$ cat config.mk
export PLATFORM = sky130hd
export DESIGN_NAME = core_task_dispatcher
export DESIGN_NICKNAME = d
export VERILOG_FILES = /design/src/rtl/ctd_pkg.sv /design/src/rtl/ctd_pick.sv /design/src/rtl/core_task_dispatcher.sv
export SDC_FILE = /design/constraint.sdc
export NUM_CORES = 1
export LEC_CHECK = 0
export ABC_CLOCK_PERIOD_IN_PS = 8600
export BUFFER_PORTS_ARGS = -buffer_cell sky130_fd_sc_hd__buf_2
export CORE_MARGIN = 2
export CORE_UTILIZATION = 40
export CTS_BUF_LIST = sky130_fd_sc_hd__clkbuf_16
export DETAILED_ROUTE_END_ITERATION = 7
export PLACE_DENSITY_LB_ADDON = 0.12
export SKIP_CTS_REPAIR_TIMING = 1
export SYNTH_ARGS = -nofsm -noshare
export SYNTH_HDL_FRONTEND = slang
export SYNTH_SLANG_ARGS = --single-unit
$ cat constraint.sdc
create_clock -name clk -period 8.6 [get_ports clk]
set_clock_uncertainty 0.15 [all_clocks]
set_input_delay 1.72 -clock clk [delete_from_list [all_inputs] [get_ports clk]]
set_output_delay 1.72 -clock clk [all_outputs]
set_load 0.01 [all_outputs]
$ cat src/rtl/ctd_pkg.sv
// Types and constants of the core task dispatcher.
package ctd_pkg;

	localparam int MAX_CORES  = 4;
	localparam int CORE_W     = 2;
	localparam int CNT_W      = 4;
	localparam int EXEC_IN_W  = 24;
	localparam int EXEC_W     = 32;
	localparam int MISS_W     = 16;
	localparam int TIME_W     = 32;
	localparam int ACTIVE_W   = 3;
	localparam int CYC_LEN_W  = 20;
	localparam int CFG_IDX_W  = 3;
	localparam int CFG_DATA_W = 20;

	localparam logic [CFG_IDX_W-1:0] REG_ACTIVE    = 3'd0;
	localparam logic [CFG_IDX_W-1:0] REG_LIMIT0    = 3'd1;
	localparam logic [CFG_IDX_W-1:0] REG_CYCLE_LEN = 3'd5;

	localparam logic [ACTIVE_W-1:0]  ACTIVE_RST    = 3'd4;
	localparam logic [CNT_W-1:0]     LIMIT_RST     = 4'd4;
	localparam logic [CYC_LEN_W-1:0] CYCLE_LEN_RST = 20'd10000;

	typedef enum logic [1:0] {
		OP_START_ROUND = 2'd0,
		OP_ASSIGN      = 2'd1,
		OP_COMPLETE    = 2'd2,
		OP_RESET_CYCLE = 2'd3
	} op_t;

	typedef struct packed {
		op_t                   op;
		logic signed [3:0]     core;
		logic [EXEC_IN_W-1:0]  exec_us;
		logic                  missed;
		logic [TIME_W-1:0]     deadline_us;
	} req_t;

	typedef struct packed {
		logic                  granted;
		logic [CORE_W-1:0]     chosen_core;
		logic [TIME_W-1:0]     task_deadline_us;
		logic [EXEC_W-1:0]     core_exec_total_us;
		logic [MISS_W-1:0]     core_miss_total;
		logic [MISS_W-1:0]     all_miss_total;
		logic [TIME_W-1:0]     cycle_start_us;
	} res_t;

	typedef struct packed {
		logic              found;
		logic [CORE_W-1:0] idx;
	} pick_t;

endpackage

$ cat src/rtl/ctd_pick.sv
// Core selection: preferred core if it has room, else the least loaded core.
module ctd_pick #(
	parameter int CORE_CNT = 4
) (
	input  logic [CORE_CNT-1:0][ctd_pkg::CNT_W-1:0]  count,
	input  logic [CORE_CNT-1:0][ctd_pkg::CNT_W-1:0]  limit,
	input  logic [ctd_pkg::ACTIVE_W-1:0]             n_use,
	input  logic signed [3:0]                        pref,
	output ctd_pkg::pick_t                           pick
);

	logic [CORE_CNT-1:0]         room;
	logic                        pref_room;
	logic                        pref_ok;
	logic                        best_found;
	logic [ctd_pkg::CORE_W-1:0]  best_idx;
	logic [ctd_pkg::CNT_W:0]     least;

	always_comb begin
		pref_room  = 1'b0;
		best_found = 1'b0;
		best_idx   = '0;
		least      = 5'd16;
		for (int i = 0; i < CORE_CNT; i++) begin
			room[i] = (count[i] < limit[i]) && (ctd_pkg::ACTIVE_W'(i) < n_use);
			if (pref[2:0] == 3'(i)) begin
				pref_room = room[i];
			end
			if (room[i] && ({1'b0, count[i]} < least)) begin
				best_found = 1'b1;
				best_idx   = ctd_pkg::CORE_W'(i);
				least      = {1'b0, count[i]};
			end
		end
		pref_ok = !pref[3] && (pref[2:0] < n_use) && pref_room;
		if (pref_ok) begin
			pick.found = 1'b1;
			pick.idx   = pref[1:0];
		end else begin
			pick.found = best_found;
			pick.idx   = best_idx;
		end
	end

endmodule

$ cat src/rtl/core_task_dispatcher.sv
// Top level of the core task dispatcher.
//
// Requests enter on in_valid/in_stall with an in_req payload and results
// leave on out_valid/out_stall with an out_res payload; every request gives
// exactly one result. A request is taken into an input register, then its
// core selection and counter updates are worked out combinationally and
// the result is written to the output register. out_valid rises when the
// request moves from the input register into the output register.
// Throughput is one request per cycle while out_stall is low, as the
// per-core counters are updated as each request moves on.
// When the receiver stalls, the result register holds its value and the
// input register drains into it as soon as it frees up; in_stall rises only
// while both registers are full and out_stall is high.
// The configuration port (cfg_wr_en, cfg_index, cfg_data) writes one
// register per cycle; use it only while the block is idle (not enforced).
// Reset clears all counters, the cycle start time and the valid flags of
// both registers, and loads the configuration registers with defaults.
module core_task_dispatcher #(
	parameter int CORE_CNT = 4
) (
	input  logic                              clk,
	input  logic                              arst_n,
	input  logic                              in_valid,
	output logic                              in_stall,
	input  ctd_pkg::req_t                     in_req,
	output logic                              out_valid,
	input  logic                              out_stall,
	output ctd_pkg::res_t                     out_res,
	input  logic                              cfg_wr_en,
	input  logic [ctd_pkg::CFG_IDX_W-1:0]     cfg_index,
	input  logic [ctd_pkg::CFG_DATA_W-1:0]    cfg_data
);

	logic [ctd_pkg::ACTIVE_W-1:0]                  active_q;
	logic [CORE_CNT-1:0][ctd_pkg::CNT_W-1:0]       limit_q;
	logic [ctd_pkg::CYC_LEN_W-1:0]                 cycle_len_q;

	logic [CORE_CNT-1:0][ctd_pkg::CNT_W-1:0]       count_q, count_d;
	logic [CORE_CNT-1:0][ctd_pkg::EXEC_W-1:0]      exec_q, exec_d;
	logic [CORE_CNT-1:0][ctd_pkg::MISS_W-1:0]      miss_q, miss_d;
	logic [ctd_pkg::MISS_W-1:0]                    miss_sum_q, miss_sum_d;
	logic [ctd_pkg::TIME_W-1:0]                    origin_q, origin_d;

	logic                                          vld_s1;
	ctd_pkg::req_t                                 req_s1;
	logic                                          out_vld_q;
	ctd_pkg::res_t                                 res_q, res_d;

	logic                                          adv;
	logic [ctd_pkg::ACTIVE_W-1:0]                  n_use;
	ctd_pkg::pick_t                                pick;
	logic                                          grant;
	logic                                          cpl_ok;
	logic [ctd_pkg::CORE_W-1:0]                    sel;
	logic [ctd_pkg::EXEC_W:0]                      exec_sum;
	logic [ctd_pkg::EXEC_W-1:0]                    exec_new;
	logic [ctd_pkg::MISS_W-1:0]                    miss_new;

	assign n_use     = (active_q > ctd_pkg::ACTIVE_W'(CORE_CNT)) ?
		ctd_pkg::ACTIVE_W'(CORE_CNT) : active_q;
	assign adv       = vld_s1 && (!out_vld_q || !out_stall);
	assign in_stall  = vld_s1 && !adv;
	assign out_valid = out_vld_q;
	assign out_res   = res_q;

	always_ff @(posedge clk or negedge arst_n) begin
		if (!arst_n) begin
			active_q    <= ctd_pkg::ACTIVE_RST;
			limit_q     <= {CORE_CNT{ctd_pkg::LIMIT_RST}};
			cycle_len_q <= ctd_pkg::CYCLE_LEN_RST;
		end else if (cfg_wr_en) begin
			case (cfg_index)
				ctd_pkg::REG_ACTIVE: begin
					active_q <= cfg_data[ctd_pkg::ACTIVE_W-1:0];
				end
				ctd_pkg::REG_CYCLE_LEN: begin
					cycle_len_q <= cfg_data;
				end
				default: begin
					for (int i = 0; i < CORE_CNT; i++) begin
						if (cfg_index == ctd_pkg::REG_LIMIT0 + ctd_pkg::CFG_IDX_W'(i)) begin
							limit_q[i] <= cfg_data[ctd_pkg::CNT_W-1:0];
						end
					end
				end
			endcase
		end
	end

	ctd_pick #(
		.CORE_CNT(CORE_CNT)
	) u_pick (
		.count(count_q),
		.limit(limit_q),
		.n_use(n_use),
		.pref (req_s1.core),
		.pick (pick)
	);

	always_comb begin
		grant    = (req_s1.op == ctd_pkg::OP_ASSIGN) && pick.found;
		cpl_ok   = (req_s1.op == ctd_pkg::OP_COMPLETE) && !req_s1.core[3] &&
			(req_s1.core[2:0] < n_use);
		sel      = grant ? pick.idx : req_s1.core[1:0];
		count_d  = count_q;
		exec_d   = exec_q;
		miss_d   = miss_q;
		miss_sum_d = miss_sum_q;
		origin_d = origin_q;
		exec_sum = '0;
		exec_new = '0;
		miss_new = '0;
		res_d    = '0;

		for (int i = 0; i < CORE_CNT; i++) begin
			if (sel == ctd_pkg::CORE_W'(i)) begin
				exec_sum = {1'b0, exec_q[i]} + (ctd_pkg::EXEC_W + 1)'(req_s1.exec_us);
				exec_new = exec_sum[ctd_pkg::EXEC_W] ? '1 : exec_sum[ctd_pkg::EXEC_W-1:0];
				miss_new = (req_s1.missed && (miss_q[i] != '1)) ?
					miss_q[i] + 1'b1 : miss_q[i];
				if (grant) begin
					count_d[i] = count_q[i] + 1'b1;
					res_d.core_exec_total_us = exec_q[i];
					res_d.core_miss_total    = miss_q[i];
				end
				if (cpl_ok) begin
					exec_d[i] = exec_new;
					miss_d[i] = miss_new;
					res_d.core_exec_total_us = exec_new;
					res_d.core_miss_total    = miss_new;
				end
			end
		end

		case (req_s1.op)
			ctd_pkg::OP_START_ROUND: begin
				count_d = '0;
			end
			ctd_pkg::OP_COMPLETE: begin
				if (cpl_ok && req_s1.missed && (miss_sum_q != '1)) begin
					miss_sum_d = miss_sum_q + 1'b1;
				end
			end
			ctd_pkg::OP_RESET_CYCLE: begin
				count_d    = '0;
				exec_d     = '0;
				miss_d     = '0;
				miss_sum_d = '0;
				origin_d   = origin_q + ctd_pkg::TIME_W'(cycle_len_q);
			end
			default: begin
			end
		endcase

		res_d.granted          = grant;
		res_d.chosen_core      = grant ? pick.idx : '0;
		res_d.task_deadline_us = grant ? req_s1.deadline_us : '0;
		res_d.all_miss_total   = miss_sum_d;
		res_d.cycle_start_us   = origin_d;
	end

	always_ff @(posedge clk or negedge arst_n) begin
		if (!arst_n) begin
			count_q    <= '0;
			exec_q     <= '0;
			miss_q     <= '0;
			miss_sum_q <= '0;
			origin_q   <= '0;
		end else if (adv) begin
			count_q    <= count_d;
			exec_q     <= exec_d;
			miss_q     <= miss_d;
			miss_sum_q <= miss_sum_d;
			origin_q   <= origin_d;
		end
	end

	always_ff @(posedge clk or negedge arst_n) begin
		if (!arst_n) begin
			vld_s1 <= 1'b0;
		end else if (!in_stall) begin
			vld_s1 <= in_valid;
		end
	end

	always_ff @(posedge clk) begin
		if (in_valid && !in_stall) begin
			req_s1 <= in_req;
		end
	end

	always_ff @(posedge clk or negedge arst_n) begin
		if (!arst_n) begin
			out_vld_q <= 1'b0;
		end else if (adv) begin
			out_vld_q <= 1'b1;
		end else if (!out_stall) begin
			out_vld_q <= 1'b0;
		end
	end

	always_ff @(posedge clk) begin
		if (adv) begin
			res_q <= res_d;
		end
	end

endmodule

Word level (Yosys, flattened, before mapping)
Cells that the tools add are included.
{"block": "totals", "memories": 0, "mem_bits_rw": 0, "reg_bits": 491, "input_bits": 91, "elab_cells": 208, "latch_bits": 0, "output_inout_bits": 133, "mem_bits_ro": 0}
{"block": "op_classes", "n_bitwise": 1, "reduce_logical": 57, "n_addsub": 14, "n_mul": 0, "shifts": 0, "order_cmp": 13, "div": 0, "muxes": 69, "eq_ne": 20}
{"cell": "$mux W48", "n": 12}
{"cell": "$mux W32", "n": 13}
{"cell": "$mux W16", "n": 14}
{"cell": "$add A32 B24 Y33", "n": 4}
{"cell": "$mux W128", "n": 1}
{"cell": "$add A16 B1 Y16 const B", "n": 5}
{"cell": "$ne A16 B16 Y1 const B", "n": 5}
{"cell": "$mux W64", "n": 1}
{"cell": "$reduce_and A3 Y1", "n": 12}
{"cell": "$add A32 B20 Y32", "n": 1}
{"cell": "$mux W4", "n": 8}
{"cell": "$pmux W16 S2", "n": 1}
{"cell": "$logic_and A1 B1 Y1", "n": 21}
{"cell": "$reduce_bool A2 Y1", "n": 10}
{"cell": "$add A4 B1 Y4 const B", "n": 4}
{"cell": "$lt A4 B4 Y1", "n": 4}
{"cell": "$lt A4 B5 Y1", "n": 3}
{"cell": "$mux W5", "n": 3}
{"cell": "$eq A3 B2 Y1 const B", "n": 4}
{"cell": "$mux W1", "n": 11}
{"cell": "$eq A2 B2 Y1 const B", "n": 4}
{"cell": "$eq A3 B1 Y1 const B", "n": 2}
{"cell": "$eq A3 B3 Y1 const B", "n": 2}
{"cell": "$logic_not A3 Y1", "n": 2}
{"cell": "14 further kinds", "n": 27}

Logic depth before layout (Yosys ltp)
{"block": "depth", "word_depth": 28, "mapped_depth": 34, "ltp_nobuf": 30}

Hierarchy
From an unflattened synthesis, not the netlist that was laid out.
{"block": "hier_totals", "cells_unflattened": 3566, "hier_area_um2": 31879.3}
{"mod": "core_task_dispatcher", "seq_area_each_um2": 13270.2, "n_inst": 1, "area_per_inst_um2": 30979.7, "cells_each": 3450}
{"mod": "ctd_pick", "seq_area_each_um2": 0.0, "n_inst": 1, "area_per_inst_um2": 899.6, "cells_each": 116}

Worst setup path after synthesis
OpenSTA, ideal clock, no wires.
{"block": "synth_path", "path_kind": "register -> register", "startpoint": "register limit_q[2] (netlist name)", "endpoint": "register res_q, in the netlist out_res[95], data pin", "path_buffers": 1, "period_less_slack_ns": 6.872, "setup_time_ns": 0.259, "stages_incl_launch_ff": 32, "setup_slack_ns": 1.728, "t_arrival_ns": 6.463, "path_cell_list": "dfstp_2 inv_1 ha_1 a21oi_1 o21ai_2 a21oi_2 buf_6 nand2_1 ha_1 a21oi_1 o21ai_1 a21oi_4 nand2_1 o21a_1 ha_1 a21o_1 a21oi_1 o21ai_0 a21boi_0 a2111oi_4 mux2_2 ha_1 a21oi_1 nor2b_1 o32ai_1 and4_1 nand3_1 a31oi_4 mux2i_1 nor2_1 or4_1 a211o_1"}
{"item": "start: declaration", "line": "core_task_dispatcher.sv:35", "source": "logic [CORE_CNT-1:0][ctd_pkg::CNT_W-1:0] limit_q;"}
{"item": "start signal: assignment", "line": "core_task_dispatcher.sv:69", "source": "limit_q <= {CORE_CNT{ctd_pkg::LIMIT_RST}};"}
{"item": "start signal: indexed assignment", "line": "core_task_dispatcher.sv:82", "source": "limit_q[i] <= cfg_data[ctd_pkg::CNT_W-1:0];"}
{"item": "end signal: assignment", "line": "core_task_dispatcher.sv:204", "source": "res_q <= res_d;"}
{"item": "end: declaration", "line": "core_task_dispatcher.sv:47", "source": "ctd_pkg::res_t res_q, res_d;"}

Worst setup path in the final report
{"block": "layout_path", "startpoint": "register limit_q[2] (netlist name)", "endpoint": "register miss_q[32] (netlist name)"}
{"block": "layout_via", "elab_chain_len": 18, "elab_cells_between_ends": 29, "cone_classes": "4 x order compare; 1 x eq/ne; 16 x mux; 8 x reduce/logical"}
{"item": "$lt A4 B4 Y1 (*)", "line": "ctd_pick.sv:25", "source": "room[i] = (count[i] < limit[i]) && (ctd_pkg::ACTIVE_W'(i) < n_use);"}
{"item": "$logic_and A1 B1 Y1 (*)", "line": "ctd_pick.sv:25"}
{"item": "$mux W5", "line": "ctd_pick.sv:29", "source": "if (room[i] && ({1'b0, count[i]} < least)) begin"}
{"item": "$lt A4 B5 Y1", "line": "ctd_pick.sv:29"}
{"item": "$logic_and A1 B1 Y1", "line": "ctd_pick.sv:29"}
{"item": "$mux W5", "line": "ctd_pick.sv:29"}
{"item": "$lt A4 B5 Y1", "line": "ctd_pick.sv:29"}
{"item": "$logic_and A1 B1 Y1", "line": "ctd_pick.sv:29"}
{"item": "(+2 left out)"}
{"item": "$logic_and A1 B1 Y1", "line": "ctd_pick.sv:29"}
{"item": "$mux W1", "line": "ctd_pick.sv:29"}
{"item": "$mux W3 (*)", "line": "ctd_pick.sv:36", "source": "if (pref_ok) begin"}
{"item": "$logic_and A1 B1 Y1", "line": "core_task_dispatcher.sv:101", "source": "grant = (req_s1.op == ctd_pkg::OP_ASSIGN) && pick.found;"}
{"item": "$mux W2 (*)", "line": "core_task_dispatcher.sv:104", "source": "sel = grant ? pick.idx : req_s1.core[1:0];"}
{"item": "$eq A2 B2 Y1 (*)", "line": "core_task_dispatcher.sv:116", "source": "if (sel == ctd_pkg::CORE_W'(i)) begin"}
{"item": "$reduce_bool A2 Y1 (no line) (*)"}
{"item": "$reduce_and A3 Y1 (no line) (*)"}
{"item": "end signal: assignment", "line": "core_task_dispatcher.sv:172", "source": "miss_q <= miss_d;"}
{"item": "end: declaration", "line": "core_task_dispatcher.sv:40", "source": "logic [CORE_CNT-1:0][ctd_pkg::MISS_W-1:0] miss_q, miss_d;"}
Mark *: on every way between the ends. The rest lies on a longest branch, timed or not.
A chain may end at the register's enable or synchronous reset.

==> run metrics <==
status=completed; CP max stage delay=about 0.87 ns; post-route ant nets=0; Leak=between 10 and 15 nW; Die W=between 200 and 300 µm; initial antenna violation count=2; CTS Root Cell=clkbuf_16; CP bufs+invs=3; total number of vias=about 27,000; Least-Margin Pin Slew=approximately 1.1 ns; top cells by area, synth=dfrtp_1, edfxtp_1, o21ai_0; H-tree Lvls=2; Final setup viols=0; layout cells sized above 1=14.1%; num rows=around 100; final hold violations=0; Synth Area in Compound Gates=about a quarter; die height=about 280 µm; CP top delay family=compound AO/OA/AOI/OAI gates; DPL Wire Length=approximately 73 mm; async set or reset register ratio after synthesis=about three fifths; leading cell type by number of instances after synthesis=nand2_1; Worst slew margin=25.6%; Post-Syn Area per Cell=around 9 µm²; largest family of logic cells by synthesized area=compound AO/OA/AOI/OAI gates; WL/cell=22.2 µm; worst hold path class=reg -> reg; Gate Count Post-Synth=between 3,000 and 4,000; Synth top cells by count=nand2_1, o21ai_0, dfrtp_1; CP max FO=37; die area=roughly 80,000 µm²; # IOs=224; Clock Tree Buf Depth=3; mux share of post-synthesis cell area=approximately 2.7%; final wirelength=roughly 100 mm; CP max stage cell=o31ai_4; post-synthesis adder-cell area fraction=between 6 and 7%; library cells used by synthesis=about 110; Synth top area share=between 20% and 30%; Reg clk slew, reported paths=about 0.060 ns; grt total ovfl=0; First-pass DRT Iterations=6; Top FF cell, synth=dfrtp_1; total CTS buffers=58; YS warnings=0; PD cells=265 nW/µm²; drt drc=0; vias in the first global route=between 20,000 and 30,000; global-route wire length before repair=approximately 160 mm; post-place instance area=33,200 µm²; Max-cap violations=0; Peak VDD IR=between 150 and 200 µV; largest net degree at the start of global routing=approximately 150; fin area=between 30,000 and 40,000 µm²; Total GRT Usage=about a quarter; Post-Synth XOR/XNOR Area=under 10%; CP arrival=~8.3 ns; Peak Freq=126 MHz; top cell type by total area after synthesis=dfrtp_1; Nets=~3,800; critical path endpoint category=register; P&R area growth vs syn=13.9%; starting density of the core=roughly two fifths; Final Max Tran Viols=0; Tmin final=approximately 8 ns; gpl congestion=0.895; Synth Register Bits=slightly below 500; RSZ-0062 raised after global routing=no; CORE AREA=about 76,000 µm²; Mapped Nets=~3,600; Crit Path Category=reg -> reg; post-route setup TNS=0 ns; Seq/Total Area, Yosys=a little over two fifths; final worst path period share=92.2%; drt initial violations=about 2,300; Post-Synth Simple-Gate Area=17.0%; TritonCTS clock tree=done; Data required, critical path=approximately 9 ns; CTS sink count=491; DR vias/cell=around 5.8; IO buf count=223; number of synthesized flops with an enable pin=194; Post-Syn Area=between 30,000 and 40,000 µm²; worst-skew pair later-pin latency=~0.63 ns; Worst setup SP type=register
==> area by class of cell <==
type,instances,area [µm²]
multi-input combinational,2659,16700
sequential,491,13300
clock inverter,51,504
fill,7390,41000
antenna,1,2.50
tap,1030,1290
timing repair buffer,287,1690
clock buffer,58,1450
inverter,67,259
==> placed cells by master, fill, tap and decap left out, types with 12 or more instances in the layout <==
cell type / synthesis / routed
a211oi_1: 31 / 30
a21o_1: 61 / 60
a21oi_1: 242 / 241
a221oi_1: 14 / 14
a22o_1: 24 / 24
a22oi_1: 24 / 24
a31oi_1: 46 / 46
and2_1: 52 / 50
and3_1: 43 / 43
and4_1: 12 / 12
buf_2: 29 / 222
buf_4: 8 / 57
clkbuf_16: 0 / 58
clkinv_1: 1 / 13
dfrtp_1: 287 / 287
edfxtp_1: 194 / 194
ha_1: 151 / 150
inv_1: 64 / 78
mux2_2: 59 / 59
mux2i_1: 16 / 16
nand2_1: 435 / 433
nand2b_1: 28 / 28
nand3_1: 112 / 112
nand4_1: 33 / 33
nor2_1: 278 / 275
nor2b_1: 23 / 23
nor3_1: 62 / 61
o211ai_1: 16 / 16
o21a_1: 41 / 41
o21ai_0: 380 / 378
o21ai_1: 19 / 16
o21bai_1: 12 / 12
o221ai_1: 14 / 14
o22ai_1: 26 / 26
o31ai_1: 57 / 57
or2_2: 13 / 13
or3_1: 14 / 14
xnor2_1: 93 / 93
xor2_1: 39 / 39
==> path summary, 6_finish.rpt <==
check                                         start                  endpoint  slack, ns  cells after the start
max in group asynchronous                    arst_n    exec_q[86]$_DFFE_PN0P_       5.90                      2
min reg2reg                origin_q[31]$_DFFE_PN0P_  origin_q[31]$_DFFE_PN0P_       0.34                      1
min                        origin_q[31]$_DFFE_PN0P_  origin_q[31]$_DFFE_PN0P_       0.34                      1
max                          limit_q[2]$_DFFE_PN1P_    miss_q[32]$_DFFE_PN0P_       0.67                     32
min in group asynchronous                    arst_n   limit_q[11]$_DFFE_PN0P_       0.94                      1
max reg2reg                  limit_q[2]$_DFFE_PN1P_    miss_q[32]$_DFFE_PN0P_       0.67                     32
==> through the flow <==
step	util [%]	std cells	total power [mW]	setup WS [ns]	hold slack, ns
6_report	46.2	4644	9.32	0.672	0.344
5_1_grt	46.2	4643	9.90	0.0657	0.368
4_1_cts	46.2	4643	9.36	0.699	0.350
3_5_place_dp	43.6	4534	6.76	0.733	0.339
3_3_place_gp	43.6	4534	6.75	0.857	0.334
2_1_floorplan	-	3395	5.71	1.73	0.307
==> registers in the layout, summed over array words and instances, names as in the netlist <==
register,count
out_res,131
exec_q,128
miss_q,64
req_s1,63
origin_q,32
cycle_len_q,20
count_q,16
limit_q,16
miss_sum_q,16
active_q,3
out_valid,1
vld_s1,1
==> cell families (layout without fill, tap and decap cells) <==
kind of cell / Yosys count / count (layout)
AOI/OAI and AO/OA: 1151 / 1151
other: 0 / 1
adders and majority gates: 156 / 156
muxes: 75 / 75
and+or+nand+nor: 1145 / 1145
buffers and inverters: 245 / 463
DFF: 491 / 491
xor gates and xnor gates: 132 / 132
==> per-layer routing <==
metal	GRT usage [%]	part of all wire (%)	vias to the layer above
met5	0	0.011	-
met4	10.9	4.6	2
met3	2.95	5.3	191
met2	41.8	46	839
met1	34.3	44	13000
li1	-	-	12900
==> power by group <==
group          internal, mW  switching, mW
clock                  1.52           1.04
sequential             2.88          0.346
combinational          1.40           2.13
Power figures use the tool's default switching activity.
